**src/hdl/positional_record_list_core_defines.svh**
```systemverilog
// Assertion macros for the positional record list core.
// Included by the top level; depends on nothing else.
`ifndef POSITIONAL_RECORD_LIST_CORE_DEFINES_SVH
`define POSITIONAL_RECORD_LIST_CORE_DEFINES_SVH

// Consequent must hold in the same cycle as the antecedent.
`define PRL_ASSERT_NOW(lbl, clk, rst_n, ante, cons, msg) \
  lbl: assert property (@(posedge clk) disable iff (!rst_n) (ante) |-> (cons)) \
    else $error(msg);

// Consequent must hold in the cycle after the antecedent.
`define PRL_ASSERT_NEXT(lbl, clk, rst_n, ante, cons, msg) \
  lbl: assert property (@(posedge clk) disable iff (!rst_n) (ante) |=> (cons)) \
    else $error(msg);

`endif

```
**src/hdl/prl_pkg.sv**
```systemverilog
// Shared types and codes for the positional record list core.
// Used by prl_cell and positional_record_list_core; no dependencies.
package prl_pkg;

  localparam int unsigned POS_W   = 6;
  localparam int unsigned ISBN_W  = 44;
  localparam int unsigned YEAR_W  = 14;
  localparam int unsigned HDL_W   = 32;

  localparam logic [2:0] OP_APPEND = 3'd0;
  localparam logic [2:0] OP_INSERT = 3'd1;
  localparam logic [2:0] OP_DELETE = 3'd2;
  localparam logic [2:0] OP_SEARCH = 3'd3;
  localparam logic [2:0] OP_LIST   = 3'd4;

  localparam logic [1:0] STS_OK      = 2'd0;
  localparam logic [1:0] STS_FULL    = 2'd1;
  localparam logic [1:0] STS_BAD_POS = 2'd2;
  localparam logic [1:0] STS_MISS    = 2'd3;

  typedef struct packed {
    logic [2:0]        opcode;
    logic [POS_W-1:0]  position;
    logic [ISBN_W-1:0] isbn;
    logic [YEAR_W-1:0] year;
    logic [HDL_W-1:0]  record_handle;
  } in_t;

  typedef struct packed {
    logic [1:0]        status;
    logic [POS_W-1:0]  position_out;
    logic [ISBN_W-1:0] isbn_out;
    logic [YEAR_W-1:0] year_out;
    logic [HDL_W-1:0]  handle_out;
    logic [POS_W-1:0]  entry_total;
    logic              last;
  } out_t;

  typedef struct packed {
    logic [ISBN_W-1:0] isbn;
    logic [YEAR_W-1:0] year;
    logic [HDL_W-1:0]  handle;
  } rec_t;

  typedef enum logic [2:0] {
    CM_HOLD,
    CM_INS,
    CM_DEL,
    CM_ROT,
    CM_MARK
  } cell_mode_e;

  // Broadcast to every cell; rec carries the new record.
  typedef struct packed {
    cell_mode_e mode;
    rec_t       rec;
  } cell_ctrl_t;

endpackage

```
**src/hdl/prl_cell.sv**
```systemverilog
// One slot of the record chain: holds a record and a scan flag.
// Depends on prl_pkg; instantiated by positional_record_list_core.
module prl_cell import prl_pkg::*; #(
  parameter int unsigned DEPTH = 32,
  parameter int unsigned IDX   = 0,
  localparam int unsigned IW   = $clog2(DEPTH),
  localparam int unsigned CW   = $clog2(DEPTH + 1)
) (
  input  logic              clk_i,
  input  logic              rst_ni,
  input  cell_ctrl_t        ctrl_i,
  input  logic              match_all_i,
  input  logic [ISBN_W-1:0] key_i,
  input  logic [IW-1:0]     sel_i,
  input  logic [IW-1:0]     tail_i,
  input  logic [CW-1:0]     cnt_i,
  input  rec_t              prev_i,
  input  rec_t              next_i,
  input  rec_t              head_i,
  input  logic              next_flag_i,
  output rec_t              rec_o,
  output logic              flag_o,
  output logic              hit_o,
  output rec_t              rd_o
);

  localparam logic [IW-1:0] MY_IDX = IW'(IDX);
  localparam logic [CW-1:0] MY_CNT = CW'(IDX);

  rec_t rec_q, rec_d;
  logic flag_q, flag_d;

  always_comb begin
    hit_o = (match_all_i || (rec_q.isbn == key_i)) && (MY_CNT < cnt_i);
    rd_o  = (MY_IDX == sel_i) ? rec_q : '0;
  end

  always_comb begin
    rec_d  = rec_q;
    flag_d = flag_q;
    case (ctrl_i.mode)
      CM_INS: begin
        if (MY_IDX == sel_i) begin
          rec_d = ctrl_i.rec;
        end else if (MY_IDX > sel_i) begin
          rec_d = prev_i;
        end
      end
      CM_DEL: begin
        if (MY_IDX >= sel_i) begin
          rec_d = next_i;
        end
      end
      CM_ROT: begin
        // wrap the head around to the tail and drop its flag
        if (MY_IDX == tail_i) begin
          rec_d  = head_i;
          flag_d = 1'b0;
        end else if (MY_IDX < tail_i) begin
          rec_d  = next_i;
          flag_d = next_flag_i;
        end
      end
      CM_MARK: flag_d = hit_o;
      default: ;
    endcase
  end

  always_ff @(posedge clk_i or negedge rst_ni) begin
    if (!rst_ni) begin
      flag_q <= 1'b0;
    end else begin
      flag_q <= flag_d;
    end
  end

  always_ff @(posedge clk_i) begin
    rec_q <= rec_d;
  end

  assign rec_o  = rec_q;
  assign flag_o = flag_q;

endmodule

```
**config.mk**
```make
export PLATFORM = sky130hd
export DESIGN_NAME = prl_cell
export DESIGN_NICKNAME = d
export VERILOG_FILES = /design/src/hdl/positional_record_list_core_defines.svh /design/src/hdl/prl_pkg.sv /design/src/hdl/prl_cell.sv
export SDC_FILE = /design/constraint.sdc
export NUM_CORES = 1
export LEC_CHECK = 0
export BUFFER_PORTS_ARGS = -buffer_cell sky130_fd_sc_hd__buf_2
export CAP_MARGIN = 40
export CORE_AREA = 2 2 235 237
export CTS_BUF_LIST = sky130_fd_sc_hd__clkbuf_8
export DETAILED_ROUTE_END_ITERATION = 6
export DIE_AREA = 0 0 237 239
export MAX_ROUTING_LAYER = met4
export PLACE_DENSITY = 0.42
export SETUP_SLACK_MARGIN = 0.5
export SLEW_MARGIN = 25
export SYNTH_ARGS = -nofsm -noshare
export SYNTH_HDL_FRONTEND = slang
export SYNTH_SLANG_ARGS = --single-unit
```
**constraint.sdc**
```tcl
create_clock -name clk_i -period 2.5 [get_ports clk_i]
set_clock_uncertainty 0.2 [all_clocks]
set_input_delay 0.5 -clock clk_i [delete_from_list [all_inputs] [get_ports clk_i]]
set_output_delay 0.5 -clock clk_i [all_outputs]
set_load 0.02 [all_outputs]
```
==> summary.txt <==
Run status
  – Result of the run: finished, violations left
  – Violated checks: setup timing

Route
  – First drt pass iteration count: 4
  – DR DRC count: 0
  – Detailed-route vias per instance: 3.80
  – Violation count after the first detailed-route iteration: 193
  – Via Count: 8294
  – Residual antenna-violating net count after detailed routing: 0
  – Routed wire length: 41.9 mm
  – Avg WL per Cell: 19.2 um

GRT
  – Overflow left after global routing: 0
  – First-pass GRT wire length: 57.1 mm
  – Pin count of the biggest net entering global routing: 96
  – Number of antenna violations at the first check in global routing: 1
  – Via count of the first global-routing pass: 8663
  – GRT Resource Usage Total: 14.5%

STA
  – Min cycle time layout: 3.09 ns
  – Period Utilization, post-route: 124%
  – Maximum clock frequency: 0.323 GHz
  – Least-Margin Pin Slew: 0.723 ns
  – Worst hold margin: 0.169 ns
  – Final setup slack of the worst path: -0.593 ns
  – Setup-failing EPs final: 220
  – Max-slew violation count: 0
  – Setup repair after global routing missed its margin: yes
  – Relative slew slack: 51.8%
  – Final Hold Fails: 0

Critical path
  – Endpoint class of the critical path: output port
  – Worst EP required: 1.80 ns
  – Critical path cell sequence: xor2_1 > nor4_1 > buf_4 > nand4_1 > or3_4 > nand2_4 > buf_4
  – Worst reg-to-reg setup slack: -0.06 ns
  – Worst Path Buf+Inv: 2
  – Family with the most delay on the worst path: simple AND/OR/NAND/NOR gates
  – Largest stage delay on the critical path: 0.49 ns
  – Highest-delay cell along the critical path: sky130_fd_sc_hd__edfxtp_1
  – Most repeated library cell on the critical path: sky130_fd_sc_hd__buf_4
  – Data arrival time at the worst-slack endpoint: 2.39 ns
  – Critical Path Start Type: flip-flop
  – Startpoint-to-endpoint class of the critical path: flip-flop to output port
  – Critical Path Fanout Max: 2

Synthesis
  – Most used DFF post-synth: sky130_fd_sc_hd__edfxtp_1
  – Main area contributors after synthesis: sky130_fd_sc_hd__edfxtp_1 (39%), sky130_fd_sc_hd__mux2_1 (15%), sky130_fd_sc_hd__mux2i_1 (13%), sky130_fd_sc_hd__and2_1 (8.1%), sky130_fd_sc_hd__xor2_1 (5.5%)
  – Synthesized Nets: 1095
  – Yosys reg bits: 91
  – Syn Inst Count: 668
  – Proportion of register bits with asynchronous set or reset after synthesis: 1.10%
  – Cell taking the most area after synthesis: sky130_fd_sc_hd__edfxtp_1
  – List of most frequent post-synthesis cells: sky130_fd_sc_hd__nand2_1 (96), sky130_fd_sc_hd__and2_1 (90), sky130_fd_sc_hd__edfxtp_1 (90), sky130_fd_sc_hd__mux2_1 (90), sky130_fd_sc_hd__mux2i_1 (90)
  – Post-synth top area share: 38.7%
  – Count of synthesis-stage warnings from yosys: 0
  – Post-synthesis instance area: 0.00698 mm^2
  – Most common cell in the netlist: sky130_fd_sc_hd__nand2_1
  – Count of flip-flops with a built-in enable after synthesis: 90
  – Post-synthesis average cell area: 10.4 um^2
  – Share of the yosys chip area belonging to registers: 39.1%
  – Count of cell types in the netlist: 26

Die
  – Area inside the core boundary: 0.0543 mm^2
  – Site row count: 86
  – Starting utilization of the core area: 12.8%
  – Die span in y: 239 um
  – Die Outline Area: 0.0566 mm^2
  – Horizontal die dimension: 237 um
  – Io pins: 609

Flow run
  – Max-Cap Viols: 0

Clock tree
  – CTS Root Buffer Type: sky130_fd_sc_hd__clkbuf_8
  – Clock insertion delay at the later pin of the skew report: 0.43 ns
  – Clock transition at the register clock pins on the worst setup and hold paths after CTS: 0.11 ns
  – Clock tree from TritonCTS: yes
  – Max Buffers Root-to-Sink: 2
  – Clock H-tree levels: 3
  – Clock tree sinks: 91
  – TritonCTS Buffers: 9

Finish
  – Proportion of layout cells with a drive suffix above 1: 79.4%
  – FILL cells: 5773
  – Area growth, synth to finish: 120%
  – Fin nets: 1900

Place
  – Setup slack at placement: -0.758 ns
  – Count of input and output buffers: 608
  – DPL Wire Length: 31.5 mm
  – Placer congestion estimate: 0.867

Power and ir drop
  – Leak Pwr: 0.00768 uW
  – Power density over the cells: 299 mW/mm^2
  – Largest voltage drop on the vdd net: 276 uV

Worst hold path
  – Min-Delay Path Class: primary input to async pin
==> flip-flops by register name, indices dropped and copies added, names as in the netlist <==
| register | count |
|---|---|
| rec_o | 90 |
| flag_o | 1 |
==> report_power, final <==
part	internal, uW	leakage, uW	total (uW)	switching [uW]
logic	852	0.00675	1630	776
clock network	452	0.000105	1080	630
registers	1800	0.000823	1870	78.0
total	3100	0.00768	4590	1480
==> per-stage QoR <==
stage	cells	total power (uW)	utilization [%]	area [um^2]	setup TNS (ns)
floorplan	668	2480	-	7580	-116.85
global placement	2048	3230	22.3	12100	-58.82
detailed placement	2048	3240	22.3	12100	-60.96
CTS	2147	4610	26.8	14600	-25.92
global route	2183	4840	28.2	15300	-46.80
finish	2185	4590	28.3	15400	-43.38
==> worst register-to-register path, delay by kind of cell (launching register included) <==
kind                      cells  cell delay (ns)
AOI/OAI and AO/OA             1             0.47
DFF                           1             0.49
and+or+nand+nor               3             0.89
xor gates and xnor gates      1             0.18
buffers and inverters         1             0.16
==> final cells by class <==
cell class / count / area [um^2] / share of cell area [%]
diodes: 3 / 7.51 / 0.0489
well taps: 704 / 881 / 5.74
clock buffers: 9 / 124 / 0.807
multi-input cells: 531 / 5030 / 32.8
repair buffers: 840 / 6520 / 42.5
clock inverters: 7 / 62.6 / 0.407
flip-flops and latches: 91 / 2730 / 17.8
==> path summary, 6_finish.rpt <==
path | start | end | cells past startpoint
setup / recovery | rec_o[61]$_DFFE_PP_ | hit_o | 7
hold / removal | rst_ni | flag_o$_DFFE_PN0P_ | 2
setup reg to reg | rec_o[61]$_DFFE_PP_ | flag_o$_DFFE_PN0P_ | 6
hold reg to reg | flag_o$_DFFE_PN0P_ | flag_o$_DFFE_PN0P_ | 3
max in group asynchronous | rst_ni | flag_o$_DFFE_PN0P_ | 2
min in group clk_i | head_i[11] | rec_o[11]$_DFFE_PP_ | 3
==> placed cells by master (no fill, tap or decap), types with 2 or more instances in the layout <==
cell type	instances
sky130_fd_sc_hd__buf_12	15
sky130_fd_sc_hd__buf_2	509
sky130_fd_sc_hd__o21ai_2	49
sky130_fd_sc_hd__edfxtp_1	90
sky130_fd_sc_hd__nand4_1	3
sky130_fd_sc_hd__buf_6	205
sky130_fd_sc_hd__xor2_1	44
sky130_fd_sc_hd__buf_4	63
sky130_fd_sc_hd__buf_8	33
sky130_fd_sc_hd__nor4_1	8
sky130_fd_sc_hd__nand2_8	3
sky130_fd_sc_hd__nor4_4	2
sky130_fd_sc_hd__diode_2	3
sky130_fd_sc_hd__nand2_4	7
sky130_fd_sc_hd__mux2i_1	88
sky130_fd_sc_hd__mux2_4	90
sky130_fd_sc_hd__o21ai_1	36
sky130_fd_sc_hd__and2_4	90
sky130_fd_sc_hd__clkbuf_8	9
sky130_fd_sc_hd__clkinv_4	2
sky130_fd_sc_hd__inv_1	3
sky130_fd_sc_hd__nand2_1	22
sky130_fd_sc_hd__mux2i_2	2
sky130_fd_sc_hd__nand2_2	67
sky130_fd_sc_hd__nor4_2	2
sky130_fd_sc_hd__nor2_1	3
sky130_fd_sc_hd__o21ai_4	6
sky130_fd_sc_hd__buf_16	13
==> metal layers <==
layer / part of all wire [%] / global-route usage, % / up-vias
met1: 42 / 17.0 / 3854
met3: 4.7 / 2.31 / 51
met5: 0 / - / -
met4: 3.7 / 6.29 / 0
li1: - / - / 4015
met2: 50 / 24.6 / 374
==> logic make-up after synthesis <==
group	after synthesis	synth area share (%)
xor+xnor	44	5.52
buf+inv	48	5.43
simple gates	210	15.6
compound gates	95	6.94
flops	91	39.1
mux	180	27.4
==> timing repair <==
| item | CTS | global route |
|---|---|---|
| cloned | 12 | 1 |
| hold buffers | 1 | 0 |
| setup buffers | 70 | 34 |
| endpoints found under the setup margin | 279 | 280 |
| endpoints found under the hold margin | 1 | 0 |
| pin swaps | 53 | 13 |
| gates resized for setup | 403 | 138 |
(Power assumes the default switching activity.)
